**config.mk**
```make
export PLATFORM = sky130hd
export DESIGN_NAME = mhpq_ctrl
export DESIGN_NICKNAME = d
export VERILOG_FILES = /design/src/hdl/mhpq_pkg.sv /design/src/hdl/mhpq_ctrl.sv
export SDC_FILE = /design/constraint.sdc
export NUM_CORES = 1
export LEC_CHECK = 0
export ABC_CLOCK_PERIOD_IN_PS = 1900
export BUFFER_PORTS_ARGS = -buffer_cell sky130_fd_sc_hd__buf_2
export CORE_MARGIN = 2
export CORE_UTILIZATION = 44
export CTS_BUF_LIST = sky130_fd_sc_hd__clkbuf_4 sky130_fd_sc_hd__clkbuf_8 sky130_fd_sc_hd__clkbuf_16
export DETAILED_ROUTE_END_ITERATION = 8
export GPL_TIMING_DRIVEN = 0
export PLACE_DENSITY = 0.76
export SYNTH_ARGS = -nofsm -noshare
export SYNTH_HDL_FRONTEND = slang
export SYNTH_SLANG_ARGS = --single-unit
```
**constraint.sdc**
```tcl
create_clock -name clk -period 1.9 [get_ports clk]
set_clock_uncertainty 0.1 [all_clocks]
set_input_delay 0.095 -clock clk [delete_from_list [all_inputs] [get_ports clk]]
set_output_delay 0.095 -clock clk [all_outputs]
set_load 0.005 [all_outputs]
```
**src/hdl/mhpq_pkg.sv**
```systemverilog
`default_nettype none
// ----------------------------------------------------------------------------
// mhpq_pkg: shared types and constants of the max-heap priority queue
// Field widths, operation and status codes, and the command and status
// bundles between the controller and the datapath.
// ----------------------------------------------------------------------------
package mhpq_pkg;

    localparam int KEY_W        = 32;
    localparam int OPCODE_W     = 3;
    localparam int INDEX_W      = 7;
    localparam int STATUS_W     = 2;
    localparam int COUNT_W      = 8;
    localparam int CAPACITY_DEF = 128;

    typedef enum logic [OPCODE_W-1:0] {
        OP_INSERT  = 3'd0,
        OP_EXTRACT = 3'd1,
        OP_CHANGE  = 3'd2,
        OP_DELETE  = 3'd3,
        OP_PEEK    = 3'd4
    } opcode_t;

    typedef enum logic [STATUS_W-1:0] {
        ST_OK     = 2'd0,
        ST_FULL   = 2'd1,
        ST_EMPTY  = 2'd2,
        ST_BADIDX = 2'd3
    } status_t;

    // Heap position loaded when an item is taken
    typedef enum logic [1:0] {
        POS_ROOT  = 2'd0,
        POS_INDEX = 2'd1,
        POS_COUNT = 2'd2
    } pos_sel_t;

    // Store read addresses
    typedef enum logic [1:0] {
        RD_FETCH  = 2'd0,
        RD_PARENT = 2'd1,
        RD_CHILD  = 2'd2
    } rd_sel_t;

    // Store write source; every write goes to the current hole
    typedef enum logic [1:0] {
        WR_NONE   = 2'd0,
        WR_KEY    = 2'd1,
        WR_PARENT = 2'd2,
        WR_CHILD  = 2'd3
    } wr_sel_t;

    typedef struct packed {
        logic     load_in;
        pos_sel_t pos_sel;
        logic     count_inc;
        logic     count_dec;
        logic     take_value;
        logic     take_last;
        rd_sel_t  rd_sel;
        wr_sel_t  wr_sel;
        logic     out_load;
    } cmd_t;

    typedef struct packed {
        status_t in_status;
        logic    pos_root;
        logic    pos_is_last;
        logic    parent_less;
        logic    down_stop;
    } stat_t;

endpackage
`default_nettype wire

```
**src/hdl/mhpq_ctrl.sv**
```systemverilog
`default_nettype none
// ----------------------------------------------------------------------------
// mhpq_ctrl: operation sequencer of the heap
// Steps each item through the fetch, sift up and sift down steps that its
// operation needs, and hands the result to the output register.
// ----------------------------------------------------------------------------
module mhpq_ctrl (
    input  wire logic                            clk,
    input  wire logic                            rst_n,
    input  wire logic                            in_valid,
    output logic                                 in_ready,
    input  wire logic [mhpq_pkg::OPCODE_W-1:0]   opcode,
    output logic                                 out_valid,
    input  wire logic                            out_ready,
    input  wire mhpq_pkg::stat_t                 st,
    output mhpq_pkg::cmd_t                       cmd
);

    import mhpq_pkg::*;

    typedef enum logic [2:0] {
        S_IDLE,
        S_FETCH,
        S_TAKE,
        S_UP_RD,
        S_UP_CMP,
        S_DN_RD,
        S_DN_CMP,
        S_FINISH
    } state_t;

    state_t  state_reg, state_next;
    opcode_t op_reg, op_next;
    logic    do_down_reg, do_down_next;
    logic    out_valid_reg, out_valid_next;
    opcode_t op_in;

    assign op_in     = opcode_t'(opcode);
    assign in_ready  = (state_reg == S_IDLE);
    assign out_valid = out_valid_reg;

    always_comb
    begin
        cmd          = '0;
        state_next   = state_reg;
        op_next      = op_reg;
        do_down_next = do_down_reg;

        unique case (state_reg)
            S_IDLE:
            begin
                if (in_valid)
                begin
                    cmd.load_in = 1'b1;
                    op_next     = op_in;
                    unique case (op_in)
                        OP_INSERT:             cmd.pos_sel = POS_COUNT;
                        OP_CHANGE, OP_DELETE:  cmd.pos_sel = POS_INDEX;
                        default:               cmd.pos_sel = POS_ROOT;
                    endcase
                    if (st.in_status != ST_OK)
                    begin
                        state_next = S_FINISH;
                    end
                    else
                    begin
                        unique case (op_in)
                            OP_INSERT:
                            begin
                                cmd.count_inc = 1'b1;
                                do_down_next  = 1'b0;
                                state_next    = S_UP_RD;
                            end
                            OP_EXTRACT, OP_CHANGE, OP_DELETE, OP_PEEK:
                            begin
                                state_next = S_FETCH;
                            end
                            default:
                            begin
                                state_next = S_FINISH;
                            end
                        endcase
                    end
                end
            end
            S_FETCH:
            begin
                cmd.rd_sel = RD_FETCH;
                state_next = S_TAKE;
            end
            S_TAKE:
            begin
                cmd.take_value = 1'b1;
                unique case (op_reg)
                    OP_EXTRACT:
                    begin
                        cmd.take_last = 1'b1;
                        cmd.count_dec = 1'b1;
                        state_next    = S_DN_RD;
                    end
                    OP_DELETE:
                    begin
                        cmd.take_last = 1'b1;
                        cmd.count_dec = 1'b1;
                        do_down_next  = 1'b1;
                        state_next    = st.pos_is_last ? S_FINISH : S_UP_RD;
                    end
                    OP_CHANGE:
                    begin
                        do_down_next = 1'b1;
                        state_next   = S_UP_RD;
                    end
                    default:
                    begin
                        state_next = S_FINISH;
                    end
                endcase
            end
            S_UP_RD:
            begin
                if (!st.pos_root)
                begin
                    cmd.rd_sel = RD_PARENT;
                    state_next = S_UP_CMP;
                end
                else if (do_down_reg)
                begin
                    state_next = S_DN_RD;
                end
                else
                begin
                    cmd.wr_sel = WR_KEY;
                    state_next = S_FINISH;
                end
            end
            S_UP_CMP:
            begin
                if (st.parent_less)
                begin
                    cmd.wr_sel = WR_PARENT;
                    state_next = S_UP_RD;
                end
                else if (do_down_reg)
                begin
                    state_next = S_DN_RD;
                end
                else
                begin
                    cmd.wr_sel = WR_KEY;
                    state_next = S_FINISH;
                end
            end
            S_DN_RD:
            begin
                cmd.rd_sel = RD_CHILD;
                state_next = S_DN_CMP;
            end
            S_DN_CMP:
            begin
                if (st.down_stop)
                begin
                    cmd.wr_sel = WR_KEY;
                    state_next = S_FINISH;
                end
                else
                begin
                    cmd.wr_sel = WR_CHILD;
                    state_next = S_DN_RD;
                end
            end
            S_FINISH:
            begin
                if (!out_valid_reg || out_ready)
                begin
                    cmd.out_load = 1'b1;
                    state_next   = S_IDLE;
                end
            end
            default:
            begin
                state_next = S_IDLE;
            end
        endcase
    end

    always_comb
    begin
        if (cmd.out_load)
        begin
            out_valid_next = 1'b1;
        end
        else if (out_ready)
        begin
            out_valid_next = 1'b0;
        end
        else
        begin
            out_valid_next = out_valid_reg;
        end
    end

    always_ff @(posedge clk or negedge rst_n)
    begin
        if (!rst_n)
        begin
            state_reg     <= S_IDLE;
            op_reg        <= OP_INSERT;
            do_down_reg   <= 1'b0;
            out_valid_reg <= 1'b0;
        end
        else
        begin
            state_reg     <= state_next;
            op_reg        <= op_next;
            do_down_reg   <= do_down_next;
            out_valid_reg <= out_valid_next;
        end
    end

`ifndef SYNTHESIS
    a_result_held: assert property (@(posedge clk) disable iff (!rst_n)
        state_reg == S_FINISH && out_valid_reg && !out_ready |=> state_reg == S_FINISH)
        else $error("finished item left while the output register was still full");

    a_result_from_finish: assert property (@(posedge clk) disable iff (!rst_n)
        $rose(out_valid_reg) |-> $past(state_reg) == S_FINISH)
        else $error("result presented outside the finish step");

    a_sift_up_ops: assert property (@(posedge clk) disable iff (!rst_n)
        (state_reg == S_UP_RD || state_reg == S_UP_CMP) |->
        (op_reg == OP_INSERT || op_reg == OP_CHANGE || op_reg == OP_DELETE))
        else $error("sift up entered for an operation that never sifts up");
`endif

endmodule
`default_nettype wire

```
# Word-level counts from Yosys, hierarchy flattened

Index checks and enable logic that the tools add are counted.

Reductions and logical operators: 14
Equal/unequal tests: 19
Mux-type cells: 34

Operator list:

| cell                                                                     | count |
|---|---|
| 3-bit one-hot mux with 8 select lines                                    | 1 |
| 3-bit two-way mux                                                        | 7 |
| 3-bit by 2-bit equality test with 1-bit output (second input constant)   | 6 |
| 3-bit equality test (second input constant)                              | 5 |
| 1-bit two-way mux                                                        | 14 |
| 3-bit by 1-bit equality test with 1-bit output (second input constant)   | 3 |
| 3-bit one-hot mux with 3 select lines                                    | 1 |
| 2-bit two-way mux                                                        | 4 |
| 4-bit two-way mux                                                        | 2 |
| 2-bit inequality test (second input constant)                            | 4 |
| 2-bit one-hot mux with 2 select lines                                    | 2 |
| 3-bit logical NOT                                                        | 2 |
| 2-bit one-hot mux with 3 select lines                                    | 1 |
| 3-bit one-hot mux with 2 select lines                                    | 1 |
| 2-bit nonzero test                                                       | 3 |
| 2-bit OR reduction                                                       | 3 |
| 5-bit AND reduction                                                      | 1 |
| 2-bit AND reduction                                                      | 2 |
| 4-bit OR reduction                                                       | 1 |
| 2-bit by 1-bit inequality test with 1-bit output (second input constant) | 1 |
| 1-bit one-hot mux with 2 select lines                                    | 1 |
| 1-bit logical NOT                                                        | 1 |
| 1-bit logical OR                                                         | 1 |

Logic and storage cells: 71
Register bits: 8
Output and inout bits: 14
Bits of input ports: 13

# Longest topological paths before layout

Gate-level depths: netlist (run 1).

Word-level depth: 6
Mapped depth: 5
Depth with buffers taken out: 5

# Worst setup path after synthesis (run 1)

OpenSTA, ideal clock, no wires.

Path kind: reg-to-output
From: register state_reg[2]
To: output port cmd[8] in the netlist's numbering
Required time: 1.705 ns
Slack: 0.389 ns
Arrival: 1.316 ns
Stages on the path, launching flop included: 6
Path through: dfrtp_1 or3_4 clkinv_2 nand2_4 nor4_4 and2_1

RTL lines:

| item                   | line             | text |
|---|---|---|
| start, declared        | mhpq_ctrl.sv:32  | `state_t state_reg, state_next;` |
| start signal, assigned | mhpq_ctrl.sv:213 | `state_reg <= state_next;` |
| end, declared          | mhpq_ctrl.sv:16  | `output mhpq_pkg::cmd_t cmd` |

==> impl_metrics.toml, run 1 <==
[sta]
fmax_mhz = 538
unrepaired_setup_endpoints_after_global_routing = "true"
final_period_minus_worst_setup_slack_ps = 1860
worst-slew-pin-transition_ps = 374
finalCritPeriodShare = 0.978
timing.max_slew.rel_slack = 0.751
hold_viol = 0
tightest_hold_margin_ps = 39.1
timing_max_transition_violations_final = 0
report.final.setup_viol = 0

[critical_path]
startpoint_type = "flip-flop"
worst_setup_path_end_kind = "output pin"
worst_ep_required_time_ps = 1700
cp.arrival_ps = 1660
worst-setup-path-type = "reg -> out"
cp_max_fo = 6
worst_setup_startpoint = "state_reg[1]"
rr_startpoint = "state_reg[1]"

[power]
clock_power_share = 0.124
comb_power_share = 0.545
internal-power_mw = 0.588
cellLeakagePower_nw = 0.396
worst_voltage_drop_across_the_vdd_grid_v = 0.000837
switchingPower_mw = 0.426
power.density_nw_per_um2 = 1310
power.switching_fraction = 0.420
share_seq_of_total_power = 0.330

[yosys]
synth.top_cells.by_count = "sky130_fd_sc_hd__dfrtp_1, sky130_fd_sc_hd__a21oi_1, sky130_fd_sc_hd__nand2b_1, sky130_fd_sc_hd__nor2_1, sky130_fd_sc_hd__nand2_1"
synth.top_cells.by_area = "sky130_fd_sc_hd__dfrtp_1, sky130_fd_sc_hd__nand2b_1, sky130_fd_sc_hd__a21oi_1, sky130_fd_sc_hd__buf_4, sky130_fd_sc_hd__mux2_1"
synth_area_per_cell_um2 = 8.40
synth-warning-count = 0
synth_edf_count = 0
synthDistinctLibCells = 26
synth.most_common_cell = "sky130_fd_sc_hd__dfrtp_1"
synth-seq-cells = 8
most_frequently_used_flop_master_after_synthesis = "sky130_fd_sc_hd__dfrtp_1"
syn-instance-count = 69
mappedNetlistArea_um2 = 579
synth.net_count = 82
netlist.area_leader.share = 0.346
synth.largest_area_cell = "sky130_fd_sc_hd__dfrtp_1"
synth_async_sr_flop_share = 1.00
synth_seq_area_share = 0.346

[cts]
cts.root.buffer_cell = "sky130_fd_sc_hd__clkbuf_4"
cts_htree_levels = 1
ctsLongestPathBuffers = 2
clkTransAtPathRegs_ps = 60
tritoncts_clock_tree = "built"
clock_sinks = 8
tritoncts.num_buffers = 3
worstSkewPairLatency_ps = 250

[grt]
grt_pass1_wl_um = 2030
global_route.usage.total = 0.196
grt_max_degree = 11
grt.overflow.total = 0
grt_antenna_before_repair = 0
grt_pass1_vias = 494

[drt]
wire_per_inst_um = 12.0
drt-met1-wl_um = 561
detailedRoute.firstPassIterationCount = 4
wl_met2_um = 672
ant_nets = 0
vias = 616
drt_iter0_drc = 12
vias_per_cell = 5.36
routed_wl_um = 1380
maxUsedRoutingLayer = "met4"
met3_wirelength_um = 103
drc_errors = 0

[cells_and_area]
layout.filler_cells = 131
post_route_cells_drive_above_1_share = 0.400
finish.net_count = 115
area_growth_pct = 33.7
multi_input_gate_area_in_the_final_layout_um2 = 338
final-seq-area_um2 = 201
stdcell_area_um2 = 774
antenna_cells = 0
post_layout_nonfiller_instances = 115

[place]
gp_congestion = 0.818
dpl_cell_area_um2 = 728
place.detailed.instances = 110
placement.io_buffers = 26
dp_hpwl_um = 1100

[floorplan]
chipHeight_um = 40.3
number_of_i_o_pins = 27
core_area_um2 = 1270
die_w_um = 40.3
floorplan.initialDensity = 0.457
dieArea_um2 = 1620
rows = 13

[min_path]
hp-start = "opcode[1]"
worst_hold_path_type = "in -> reg"

[outcome]
status = "completed"

[job]
timing.max_cap.violations = 0
[cells in the final DEF (no fill, tap or decap), types with 2 or more instances in the layout]
cell type                  Yosys  final
sky130_fd_sc_hd__buf_2         0     26
sky130_fd_sc_hd__clkbuf_4      0      3
sky130_fd_sc_hd__nor3b_1       3      3
sky130_fd_sc_hd__buf_4         3      4
sky130_fd_sc_hd__nand3_1       3      3
sky130_fd_sc_hd__and2_1        2      2
sky130_fd_sc_hd__a211oi_1      2      2
sky130_fd_sc_hd__nor3_1        3      2
sky130_fd_sc_hd__clkbuf_1      2      2
sky130_fd_sc_hd__inv_1         3      3
sky130_fd_sc_hd__o21ai_0       3      3
sky130_fd_sc_hd__nor2_1        6      6
sky130_fd_sc_hd__a21oi_1       7      7
sky130_fd_sc_hd__o22ai_1       2      2
sky130_fd_sc_hd__nand2b_1      6      6
sky130_fd_sc_hd__dfrtp_1       8      7
sky130_fd_sc_hd__nand2_1       4      4
sky130_fd_sc_hd__mux2_1        2      2
[kinds of logic after synthesis]
family / synth area share
simple gates: 0.356
compound gates: 0.160
buf+inv: 0.0799
flops: 0.346
mux: 0.0583
[cell type report]
class	instances	area share
plain buffers	5	0.0388
well taps	15	0.0242
inverters	4	0.0210
flip-flops and latches	8	0.260
multi-input cells	52	0.436
repair buffers	28	0.191
clock buffers	3	0.0291
[power by group through the flow]
stage / sequential (mW) / combinational, mW / clock (mW)
2_1_floorplan: 0.314 / 0.370 / 0
3_5_place_dp: 0.344 / 0.518 / 0
5_1_grt: 0.343 / 0.623 / 0.146
6_report: 0.335 / 0.553 / 0.126
3_3_place_gp: 0.337 / 0.503 / 0
4_1_cts: 0.328 / 0.553 / 0.133
[worst paths after layout]
path	endpoint	cells past startpoint	slack, ps
min in group asynchronous	op_reg[1]	2	110
worst max-delay path	cmd[8]	6	40
worst min register to register	out_valid	2	440
worst max register to register	state_reg[2]	5	370
max in group asynchronous	state_reg[2]	2	1400
worst min-delay path	op_reg[1]	2	40
[per-layer routing]
layer,GRT usage,vias up
met5,0,-
met4,0.150,0
met3,0.0778,8
met2,0.310,27
met1,0.207,279
li1,-,302
[critical path: stages (launching register included)]
cell and delay, ps:
sky130_fd_sc_hd__dfrtp_1 410, sky130_fd_sc_hd__or3_4 390, sky130_fd_sc_hd__clkinv_2 90, sky130_fd_sc_hd__nand2_4 80, sky130_fd_sc_hd__nor4_4 180, sky130_fd_sc_hd__and2_1 160, sky130_fd_sc_hd__buf_2 110
[repair_timing]
item,in CTS,in global routing
setup endpoints to repair,1,2
setup buffers,1,0
hold endpoints to repair,8,0
pin swaps,0,0
gates resized for setup,1,1
hold buffers,1,0
[through the flow]
step                      setup slack (ps)  utilization  power, mW  TNS (ps)
after floorplan                        389            -      0.685         0
after global placement                 266        0.574      0.841         0
after detailed placement               229        0.574      0.861         0
after CTS                             39.1        0.607       1.01         0
after global routing                 -32.7        0.610       1.11     -34.2
final                                 41.6        0.610       1.01         0
Note: power is estimated with default switching activity, not from simulation.
==> inputs of run 2 (changes only) <==
Settings changed: ABC_CLOCK_PERIOD_IN_PS 1900 to 1700, CORE_UTILIZATION 44 to 40, PLACE_DENSITY 0.76 to 0.73, SETUP_SLACK_MARGIN set to 0.4.
Clock period 1.9 ns to 1.7 ns, I/O delays scaled along.
==> impl_metrics.toml, run 2 (synthesized netlist as in run 1, its figures left out) <==
[outcome]
status = "finished with violations"
failed_checks = "negative setup slack"

[min_path]
worst_hold_path_type = "in -> reg"
hp-start = "out_ready"

[place]
dp_hpwl_um = 1030
dpl_cell_area_um2 = 732
gp_congestion = 0.812
place_ws_ps = 54.2
place.detailed.instances = 110
placement.io_buffers = 26

[sta]
final_period_minus_worst_setup_slack_ps = 1850
fmax_mhz = 540
timing_max_transition_violations_final = 0
totalNegativeSetupSlack_ps = -890
timing.max_slew.rel_slack = 0.749
finalCritPeriodShare = 1.09
unrepaired_setup_endpoints_after_global_routing = "true"
setup_ws_ps = -153
worst-slew-pin-transition_ps = 372
report.final.setup_viol = 11
hold_viol = 0
tightest_hold_margin_ps = 43.1

[drt]
drt_iter0_drc = 16
drc_errors = 0
ant_nets = 0
vias_per_cell = 5.77
detailedRoute.firstPassIterationCount = 4
routed_wl_um = 2310
vias = 761
wire_per_inst_um = 17.5

[floorplan]
floorplan.initialDensity = 0.434
core_area_um2 = 1330
rows = 13
dieArea_um2 = 1770
die_w_um = 42.1
chipHeight_um = 42.1
number_of_i_o_pins = 27

[grt]
grt_max_degree = 11
global_route.usage.total = 0.223
grt_antenna_before_repair = 0
grt_pass1_wl_um = 3030
grt_pass1_vias = 663
grt.overflow.total = 0

[critical_path]
worst_setup_startpoint = "state_reg[2]"
rr_startpoint = "state_reg[2]"
worst_ep_required_time_ps = 1510
worst_setup_path_end_kind = "output pin"
startpoint_type = "flip-flop"
worst-setup-path-type = "reg -> out"
cp_max_fo = 3
cp.arrival_ps = 1670

[power]
fin_total_pwr_mw = 1.87
power.density_nw_per_um2 = 1690
cellLeakagePower_nw = 0.536
worst_voltage_drop_across_the_vdd_grid_v = 0.000993

[cells_and_area]
antenna_cells = 0
post_route_cells_drive_above_1_share = 0.658
stdcell_area_um2 = 1100
finish.net_count = 132
layout_common_cells = "sky130_fd_sc_hd__buf_2, sky130_fd_sc_hd__buf_4, sky130_fd_sc_hd__buf_6, sky130_fd_sc_hd__dfrtp_1"
post_layout_nonfiller_instances = 132
commonest_non_fill_non_tap_cell_in_the_layout = "sky130_fd_sc_hd__buf_2"
area_growth_pct = 90.1
post-route-util = 0.826

[cts]
cts.root.buffer_cell = "sky130_fd_sc_hd__clkbuf_4"
ctsLongestPathBuffers = 2
tritoncts.num_buffers = 3
worstSkewPairLatency_ps = 270
tritoncts_clock_tree = "built"
clock_sinks = 8
cts_htree_levels = 1
clkTransAtPathRegs_ps = 70

[job]
timing.max_cap.violations = 0
-- run 2: cell types whose count changed in the layout (fill, tap and decap cells not counted), moves of 3 or more --
cell	before	now
sky130_fd_sc_hd__a21oi_1	7	4
sky130_fd_sc_hd__a21oi_2	0	3
sky130_fd_sc_hd__buf_2	26	23
sky130_fd_sc_hd__buf_4	4	12
sky130_fd_sc_hd__buf_6	0	11
sky130_fd_sc_hd__nand2b_1	6	3
sky130_fd_sc_hd__nand2b_4	0	3
-- run 2: metal layers --
layer  GRT usage  vias to the layer above  wire length, um
li1            -                      339                -
met1       0.298                      378             1010
met2       0.356                       40             1150
met3      0.0216                        4              129
met4       0.119                        0               24
met5           0                        -                0
-- run 2: area by class of cell --
class                           count  area [um^2]
Clock buffer                        3         22.5
Inverter                            4         27.5
Sequential cell                     8          201
Multi-Input combinational cell     52          449
Buffer                              5         50.0
Tap cell                           15         18.8
Timing Repair Buffer               45          332
Fill cell                          88          233
-- run 2: final timing paths --
kind                                endpoint  slack (ps)  cells after the start
worst min register to register     out_valid         460                      2
min in group asynchronous          out_valid          90                      2
max in group asynchronous        do_down_reg        1210                      2
worst max-delay path                  cmd[8]        -150                      6
worst min-delay path               out_valid          40                      3
worst max register to register  state_reg[1]         -90                      7
-- run 2: critical path, cell delays in order, from the launching register on --
cell	delay [ps]
sky130_fd_sc_hd__dfrtp_2	410
sky130_fd_sc_hd__or3_4	420
sky130_fd_sc_hd__clkinv_4	80
sky130_fd_sc_hd__nand2_8	50
sky130_fd_sc_hd__nor4_4	170
sky130_fd_sc_hd__and2_1	160
sky130_fd_sc_hd__buf_2	100
-- run 2: repair_timing --
action                                  in CTS  in global routing
pin swaps                                    3                  6
gates resized for setup                     26                 23
endpoints found under the setup margin      20                 19
hold buffers                                 1                  0
endpoints found under the hold margin        8                  0
setup buffers                                9                  9
gates cloned                                 0                  0
-- run 2: power by group --
group	total [mW]	internal, mW	switching, mW
Sequential	0.387	0.284	0.103
Combinational	1.32	0.718	0.598
Clock	0.163	0.0816	0.0810
Total	1.87	1.08	0.782
==> inputs of run 3 (changes only) <==
Settings changed: REMOVE_ABC_BUFFERS set to 1.
==> impl_metrics.toml, run 3 (synthesized netlist as in run 1, its figures left out) <==
[cts]
cts.root.buffer_cell = "sky130_fd_sc_hd__clkbuf_4"
clock_sinks = 8
tritoncts.num_buffers = 3
tritoncts_clock_tree = "built"
cts_htree_levels = 1
clkTransAtPathRegs_ps = 60
ctsLongestPathBuffers = 2
worstSkewPairLatency_ps = 260

[grt]
grt.overflow.total = 0
global_route.usage.total = 0.209
grt_pass1_vias = 622
grt_pass1_wl_um = 2840
grt_max_degree = 12
grt_antenna_before_repair = 0

[floorplan]
core_area_um2 = 1330
die_w_um = 42.1
dieArea_um2 = 1770
floorplan.initialDensity = 0.434
rows = 13
chipHeight_um = 42.1
number_of_i_o_pins = 27

[critical_path]
worst_setup_startpoint = "state_reg[2]"
crit_slowest_cell = "sky130_fd_sc_hd__dfrtp_2"
worst_r2r_path_depth = 6
regToRegEndpoint = "op_reg[2]"
worst-setup-path-type = "reg -> out"
rr_startpoint = "state_reg[2]"
cp_max_fo = 3
cp.arrival_ps = 1720
setup_slack_of_the_most_critical_reg_to_reg_path_ps = -30
worstPathCellList = "or3_4 -> clkinv_4 -> nand2_8 -> nor4_4 -> and2_4 -> buf_6"
worst_setup_path_end_kind = "output pin"
max_stage_delay_ps = 420
worst_ep_required_time_ps = 1510
cpLargestDelayFamily = "simple AND/OR/NAND/NOR gates"
critical_path_cell_count = 6
startpoint_type = "flip-flop"
worstPathBufferInverterCount = 2

[sta]
tightest_hold_margin_ps = 37.2
fmax_mhz = 526
hold_viol = 0
unrepaired_setup_endpoints_after_global_routing = "true"
report.final.setup_viol = 8
setup_ws_ps = -201
final_period_minus_worst_setup_slack_ps = 1900
timing_max_transition_violations_final = 0
finalCritPeriodShare = 1.12
totalNegativeSetupSlack_ps = -775
timing.max_slew.rel_slack = 0.752
worst-slew-pin-transition_ps = 370

[drt]
drc_errors = 0
routed_wl_um = 2130
ant_nets = 0
wire_per_inst_um = 17.3
drt_iter0_drc = 21
vias = 721
detailedRoute.firstPassIterationCount = 4
vias_per_cell = 5.86

[power]
power.density_nw_per_um2 = 1560
worst_voltage_drop_across_the_vdd_grid_v = 0.000965
cellLeakagePower_nw = 0.481

[outcome]
failed_checks = "negative setup slack"
status = "finished with violations"

[min_path]
worst_hold_path_type = "in -> reg"
hp-start = "st[4]"
timing.hold.worst_path_depth = 3
hold-path-endpoint = "do_down_reg"

[place]
gp_congestion = 0.824
placement.io_buffers = 26
dp_hpwl_um = 1020

[cells_and_area]
commonest_non_fill_non_tap_cell_in_the_layout = "sky130_fd_sc_hd__buf_2"
antenna_cells = 0
layout_common_cells = "sky130_fd_sc_hd__buf_2, sky130_fd_sc_hd__buf_4, sky130_fd_sc_hd__buf_6, sky130_fd_sc_hd__nor2_1, sky130_fd_sc_hd__dfrtp_1"
area_growth_pct = 71.1
post_route_cells_drive_above_1_share = 0.648
finish.net_count = 123
layout.filler_cells = 88

[job]
timing.max_cap.violations = 0
[run 3: how the worst max path moves through the flow]
stage              to  slack [ps]
2_1_floorplan  cmd[8]         150
3_3_place_gp   cmd[8]          20
3_5_place_dp   cmd[8]           7
4_1_cts        cmd[8]         -90
5_1_grt        cmd[8]        -270
6_report       cmd[8]        -200
[run 3: power by group]
part | internal [mW] | total (mW) | switching, mW
Combinational | 0.517 | 1.00 | 0.487
Clock | 0.0814 | 0.155 | 0.0731
Sequential | 0.289 | 0.391 | 0.102
Total | 0.888 | 1.55 | 0.662
[run 3: repair_timing]
action / in CTS / in global routing
buffers inserted: 9 / 4
hold buffers: 1 / 0
resized for setup: 21 / 17
hold endpoints to repair: 8 / 0
pin swaps: 4 / 2
gates cloned: 1 / 0
setup endpoints to repair: 19 / 19
[run 3: final cells by class]
| cell class | instances | area (um^2) | area share |
|---|---|---|---|
| Clock buffer | 3 | 22.5 | 0.0227 |
| Inverter | 4 | 20.0 | 0.0202 |
| Multi-Input combinational cell | 52 | 435 | 0.439 |
| Sequential cell | 8 | 204 | 0.206 |
| Tap cell | 15 | 18.8 | 0.0189 |
| Timing Repair Buffer | 41 | 290 | 0.293 |
[run 3: worst register-to-register path, delay by kind of cell (launching register included)]
| family | cells | cell delay, ps |
|---|---|---|
| simple gates | 2 | 480 |
| flops | 1 | 420 |
| mux | 1 | 290 |
| buf+inv | 3 | 340 |
[run 3: through the flow]
stage	std cells	total power, mW	worst slack (ps)	instance area [um^2]	util
global placement	105	0.894	16.5	698	0.523
detailed placement	105	0.907	7.00	698	0.523
finish	123	1.55	-201	991	0.743
global route	123	1.65	-269	991	0.743
CTS	119	1.35	-94.3	888	0.666
floorplan	64	0.724	150	549	-
[run 3: metal layers]
metal,global-route usage,up-vias,part of all wire
li1,-,321,-
met1,0.273,354,0.43
met2,0.341,37,0.47
met3,0.0517,9,0.061
met4,0.0625,0,0.033
met5,0,-,0
